<file path="src/rtl/avnt_pkg.sv">
package avnt_pkg;

    // Field and datapath widths.
    localparam int QW         = 20;  // one Q8.12 component
    localparam int RW         = 60;  // one packed column register
    localparam int PW         = 40;  // product of two components
    localparam int LW         = 40;  // squared column length
    localparam int NW         = 53;  // rounded dividend
    localparam int QTW        = 33;  // quotient bits produced by the divider
    localparam int SW         = 43;  // position sum before rounding
    localparam int DIV_STEPS  = 3;   // quotient bits per divider stage
    localparam int DIV_STAGES = QTW / DIV_STEPS;

    // Configuration register indexes.
    localparam logic [7:0] REG_COL_X = 8'd0;
    localparam logic [7:0] REG_COL_Y = 8'd1;
    localparam logic [7:0] REG_COL_Z = 8'd2;
    localparam logic [7:0] REG_TRANS = 8'd3;

    localparam logic FUNC_POSITION  = 1'b0;
    localparam logic FUNC_DIRECTION = 1'b1;

    // Control and side data that travels beside the divider lanes.
    typedef struct packed {
        logic                 vld;
        logic                 func;
        logic                 last;
        logic [2:0][SW-1:0]   pos;
        logic [8:0]           neg;
        logic [2:0]           zero;
    } t_side;

    // Three restoring division steps on a {remainder, quotient} pair.
    function automatic logic [LW+QTW-1:0] div_step3(input logic [LW-1:0]  a_in,
                                                   input logic [QTW-1:0] q_in,
                                                   input logic [LW-1:0]  den);
        logic [LW-1:0]  a;
        logic [QTW-1:0] q;
        logic [LW:0]    t;
        a = a_in;
        q = q_in;
        for (int k = 0; k < DIV_STEPS; k++) begin
            t = {a, q[QTW-1]};
            q = {q[QTW-2:0], 1'b0};
            if (t >= {1'b0, den}) begin
                t    = t - {1'b0, den};
                q[0] = 1'b1;
            end
            a = t[LW-1:0];
        end
        return {a, q};
    endfunction

endpackage

</file>
<file path="src/rtl/avnt_div_pipe.sv">
module avnt_div_pipe (
    input  logic                       i_clk,
    input  logic                       i_en,
    input  logic [avnt_pkg::NW-1:0]    i_num,
    input  logic [avnt_pkg::LW-1:0]    i_den,
    output logic [avnt_pkg::QTW-1:0]   o_quot
);
    import avnt_pkg::*;

    logic [LW-1:0]  r_a [DIV_STAGES];
    logic [QTW-1:0] r_q [DIV_STAGES];

    // One stage per three quotient bits; the upper dividend bits seed the remainder.
    always_ff @(posedge i_clk) begin
        if (i_en) begin
            {r_a[0], r_q[0]} <= div_step3(LW'(i_num[NW-1:QTW]), i_num[QTW-1:0], i_den);
            for (int s = 1; s < DIV_STAGES; s++) begin
                {r_a[s], r_q[s]} <= div_step3(r_a[s-1], r_q[s-1], i_den);
            end
        end
    end

    assign o_quot = r_q[DIV_STAGES-1];

endmodule

</file>
<file path="config.mk">
export PLATFORM = sky130hd
export DESIGN_NAME = avnt_div_pipe
export DESIGN_NICKNAME = d
export VERILOG_FILES = /design/src/rtl/avnt_pkg.sv /design/src/rtl/avnt_div_pipe.sv
export SDC_FILE = /design/constraint.sdc
export NUM_CORES = 2
export LEC_CHECK = 0
export BUFFER_PORTS_ARGS = -buffer_cell sky130_fd_sc_hd__buf_2
export CAP_MARGIN = 20
export CORE_MARGIN = 2
export CORE_UTILIZATION = 45
export DETAILED_ROUTE_END_ITERATION = 8
export MAX_ROUTING_LAYER = met4
export PLACE_DENSITY = 0.63
export SLEW_MARGIN = 0
export SYNTH_ARGS = -nofsm -noshare
export SYNTH_HDL_FRONTEND = slang
export SYNTH_SLANG_ARGS = --single-unit
</file>
<file path="constraint.sdc">
create_clock -name i_clk -period 12.7 [get_ports i_clk]
set_input_delay 0.635 -clock i_clk [delete_from_list [all_inputs] [get_ports i_clk]]
set_output_delay 0.635 -clock i_clk [all_outputs]
set_load 0.05 [all_outputs]
</file>
After elaboration in Yosys (flattened, before gate mapping)
Index checks and enable logic that the tools add are counted.
W data, S select, Z words.
{"block": "op_classes", "order_cmp": 33, "multipliers": 0, "reduce_logical": 0, "eq_ne": 0, "n_shift": 0, "addsub": 32, "n_mux": 87, "n_bitwise": 0, "div_mod_pow": 0}
{"op": "$mux W40", "n": 54}
{"op": "$ge A41 B40 Y1", "n": 32}
{"op": "$sub A40 B40 Y40", "n": 31}
{"op": "$ge A21 B40 Y1", "n": 1}
{"op": "$sub A21 B40 Y40", "n": 1}
{"op": "$mux W1", "n": 33}
{"block": "word_totals", "mem_count": 0, "inputBits": 95, "register_bits": 763, "output_inout_bits": 33, "latchBits": 0, "mem_bits_rw": 0, "mem_bits_ro": 0}

Logic depth before layout (Yosys ltp)
{"block": "logic_depth", "ltp_word": 8, "depth_mapped": 45}

Worst setup path after synthesis
OpenSTA, ideal clock, no wires.
{"block": "synth_timing", "path_kind": "input to register", "from": "input port i_den[1] in the netlist's numbering", "to": "register r_a[278] in the netlist's numbering, data pin", "slack_ns": 1.772, "arrival_ns": 10.665, "stages": 39, "setup_time_ns": 0.262, "path_cell_list": "inv_1 -> ha_1 -> a21oi_1 -> o22ai_1 -> o41ai_1 -> a211oi_1 -> nor3_2 -> o21ai_1 -> clkbuf_1 -> clkbuf_1 -> nor2_1 -> a21oi_1 -> ha_1 -> clkbuf_1 -> nand4_1 -> nor3_1 -> a21bo_2 -> a311oi_1 -> (+3 left out) -> and4_1 -> buf_4 -> inv_2 -> clkbuf_1 -> a21oi_1 -> fa_1 -> a21o_1 -> a21oi_1 -> o21ai_0 -> a2111oi_0 -> o31a_1 -> o2111ai_1 -> and2_1 -> a221oi_1 -> o21bai_1 -> a21oi_1 -> xnor2_1 -> mux2_1"}
{"block": "synth_between", "elab_chain_cells": 8, "word_cells_on_any_way": 11}
{"element": "start: declaration", "line": "avnt_div_pipe.sv:5", "rtl": "input logic [avnt_pkg::LW-1:0] i_den,"}
{"element": "$sub A40 B40 Y40 / $ge A41 B40 Y1 (equally long branches)", "line": "avnt_pkg.sv:46, avnt_pkg.sv:45"}
{"element": "$mux W40", "line": "avnt_pkg.sv:45", "rtl": "if (t >= {1'b0, den}) begin"}
{"element": "$mux W40", "line": "avnt_div_pipe.sv:15", "rtl": "if (i_en) begin"}
{"element": "$sub A40 B40 Y40 / $ge A41 B40 Y1 (equally long branches)", "line": "avnt_pkg.sv:46, avnt_pkg.sv:45"}
{"element": "$mux W40", "line": "avnt_pkg.sv:45"}
{"element": "$mux W40", "line": "avnt_div_pipe.sv:15"}
{"element": "$sub A40 B40 Y40 / $ge A41 B40 Y1 (equally long branches)", "line": "avnt_pkg.sv:46, avnt_pkg.sv:45"}
{"element": "$mux W40 *", "line": "avnt_pkg.sv:45"}
{"element": "end signal: indexed assignment", "line": "avnt_div_pipe.sv:18", "rtl": "{r_a[s], r_q[s]} <= div_step3(r_a[s-1], r_q[s-1], i_den);"}
{"element": "end: declaration", "line": "avnt_div_pipe.sv:10", "rtl": "logic [LW-1:0] r_a [DIV_STAGES];"}
Mark *: on every way between the ends. The rest lies on a longest branch, timed or not. The select of a mux whose other input is x is not followed.
A chain may end at the register's enable or synchronous reset.

Worst setup path after layout
{"block": "layout_timing", "from": "input port i_den[10] in the netlist's numbering", "to": "register r_a[268] in the netlist's numbering, data pin"}
The elaborated chain is that of the path after synthesis.

==> key figures <==
Timing
  – Max-slew violations: 0
  – RSZ-0062 raised after global routing: no
  – Post-layout min period: 11.71 ns
  – Worst Skew: 0.0318 ns
  – Period utilisation layout: 0.922
  – Final setup viols: 0
  – Hold Fails Final Rpt: 0
  – F_max: 85.4 MHz
  – Worst slew margin: 0.283
  – Worst slew pin tran: 1.08 ns
  – Setup slack after layout: 0.989 ns
  – Setup TNS Final: 0 ns

Logic synthesis
  – Main flop type after synthesis: edfxtp_1
  – Synth top area cells: edfxtp_1, ha_1, mux2_2
  – Count leader, synth: a21oi_1
  – Mapped Nets: 13300
  – Sequential area share after synthesis: 0.225
  – Synth Cell Area: 0.102 mm^2
  – Post-synth top cells: a21oi_1, ha_1, nand2_1
  – Top cell type's share of synthesized area: 0.225
  – EDFF count, synth: 763
  – Avg Cell Area, Syn: 8.55 um^2
  – #FFs+latches synth: 763
  – Yosys warning count: 0
  – Post-synthesis instance total: 11900
  – Area leader, netlist: edfxtp_1
  – Netlist cell types: 113
  – Async S/R FF share, synth: 0

CTS
  – Clock buffer depth: 3
  – Clock Sinks: 763
  – CTS tree: done
  – CTS Buf Count: 100
  – Setup bufs post-CTS: 0
  – Worst-skew pair later-pin latency: 0.79 ns
  – Worst-path clk slew: 0.06 ns
  – Htree depth: 3
  – Root buffer cell: clkbuf_16

Floorplanning
  – Die width: 479 um
  – Initial Util: 0.452
  – Core area: 0.225 mm^2
  – Io pins: 128
  – FP Rows: 174
  – Die H: 479 um
  – Die ar.: 0.230 mm^2

Final layout
  – Area grow syn2layout: 8.71%
  – Fill count: 21600
  – Reg area: 0.0229 mm^2
  – Share of layout cells above drive strength 1: 0.115
  – Multi-input logic area: 0.0755 mm^2
  – Finished Layout Cells: 15100
  – Final net count: 13500
  – Final core utilization: 0.492

GRT
  – First-pass GRT wire length: 570000 um
  – Met2 usage: 0.546
  – GR Util All Layers: 0.336
  – Initial antenna violation count: 20
  – Gr ovfl total: 0
  – Met1 usage: 0.387
  – Met3 usage: 0.0465
  – GRT Max-Usage Layer: met2
  – Vias in the first global route: 90400
  – Pin count of the biggest net entering global routing: 111

Routing
  – WL per Instance: 25.7 um
  – DR pass1 iterations: 7
  – Routed vias: 94900
  – Drt drc: 0
  – Initial DRC count: 8527
  – Vias/cell: 6.27
  – Routed WL: 390000 um
  – Detail Route Antenna Nets: 0

Worst setup path
  – CP max stage delay: 0.73 ns
  – CP Capture Type: flop
  – CP arrival: 12.22 ns
  – CP max FO: 32
  – Crit Path Class: primary input to flop
  – Startpoint Class: primary input
  – CP required: 13.21 ns
  – Slowest-stage cell, CP: o21ai_4

Job
  – Maxcap violations: 0

Min path
  – Min-Delay Path Class: primary input to flop

Place
  – Port-buffer cells: 127
  – Worst slack, placed: 0.445 ns
  – Dpl cells: 14900
  – HPWL Detailed: 307000 um
  – GP Congestion: 1.00

Status
  – Outcome: complete, no violations
==> registers in the layout, indices dropped and copies added (netlist names) <==
register / flops
r_q: 330
r_a: 400
o_quot: 33
==> metrics by stage <==
step | area, um^2 | hold WS, ns
CTS | 110000 | 0.00392
global placement | 107000 | 0.400
floorplan | 102000 | 0.400
detailed placement | 107000 | 0.405
global route | 110000 | 0.0174
finish | 110000 | 0.0591
==> cells by family (layout without fill, tap and decap cells) <==
| group | after synthesis | in the layout | share of synthesized area |
|---|---|---|---|
| AOI/OAI and AO/OA | 4110 | 4110 | 0.257 |
| DFF | 763 | 763 | 0.225 |
| other | 0 | 15 | 0 |
| adders and majority gates | 1333 | 1333 | 0.166 |
| and+or+nand+nor | 3090 | 3090 | 0.146 |
| xor gates and xnor gates | 1068 | 1068 | 0.0920 |
| muxes | 716 | 716 | 0.0802 |
| buffers and inverters | 806 | 1053 | 0.0332 |
==> placed cells by master (no fill, tap or decap), types with 143 or more instances in the layout <==
cell type,count
nor3_1,183
o21ai_0,827
a21o_1,679
xor2_1,343
edfxtp_1,763
nor2_1,814
o21a_1,172
o21bai_1,182
a21oi_1,1336
nand3_1,232
nand2_1,895
nand4_1,200
ha_1,1301
xnor2_1,725
buf_4,224
mux2_2,621
nand2b_1,143
inv_1,407
nor2b_1,149
==> final timing paths <==
check | to | depth (start not counted) | slack, ns | startpoint
max | r_a[268]$_DFFE_PP_ | 35 | 0.99 | i_den[10]
min | r_q[362]$_DFFE_PP_ | 1 | 0.06 | i_num[29]
min reg2reg | r_q[161]$_DFFE_PP_ | 0 | 0.41 | r_q[191]$_DFFE_PP_
max reg2reg | r_a[268]$_DFFE_PP_ | 33 | 1.34 | r_a[304]$_DFFE_PP_
==> per-layer routing <==
metal / vias to the layer above / routed length, um
li1: 45300 / -
met1: 45100 / 154000
met2: 3480 / 180000
met3: 989 / 24100
met4: 0 / 31900
met5: - / 0
==> critical path, delay by kind of cell <==
kind,cells,cell delay [ns]
muxes,3,1.22
AOI/OAI and AO/OA,16,4.84
and+or+nand+nor,6,1.42
buffers and inverters,7,2.83
adders and majority gates,3,1.20
==> area by class of cell <==
class                   count  share of cell area
clock inverters            75             0.00773
flip-flops and latches    763               0.207
repair buffers            403              0.0285
diodes                     15            0.000340
well taps                2992              0.0339
multi-input cells       10300               0.683
inverters                 462              0.0159
clock buffers             113              0.0235
==> repair_timing <==
item / CTS / global route
resized for setup: 0 / 0
endpoints found under the hold margin: 23 / 0
setup endpoints to repair: 0 / 0
hold buffers: 23 / 0
Power is left out: the tool's default activity adds up to more than one toggle a clock period on the data nets, which glitch-free logic cannot reach.
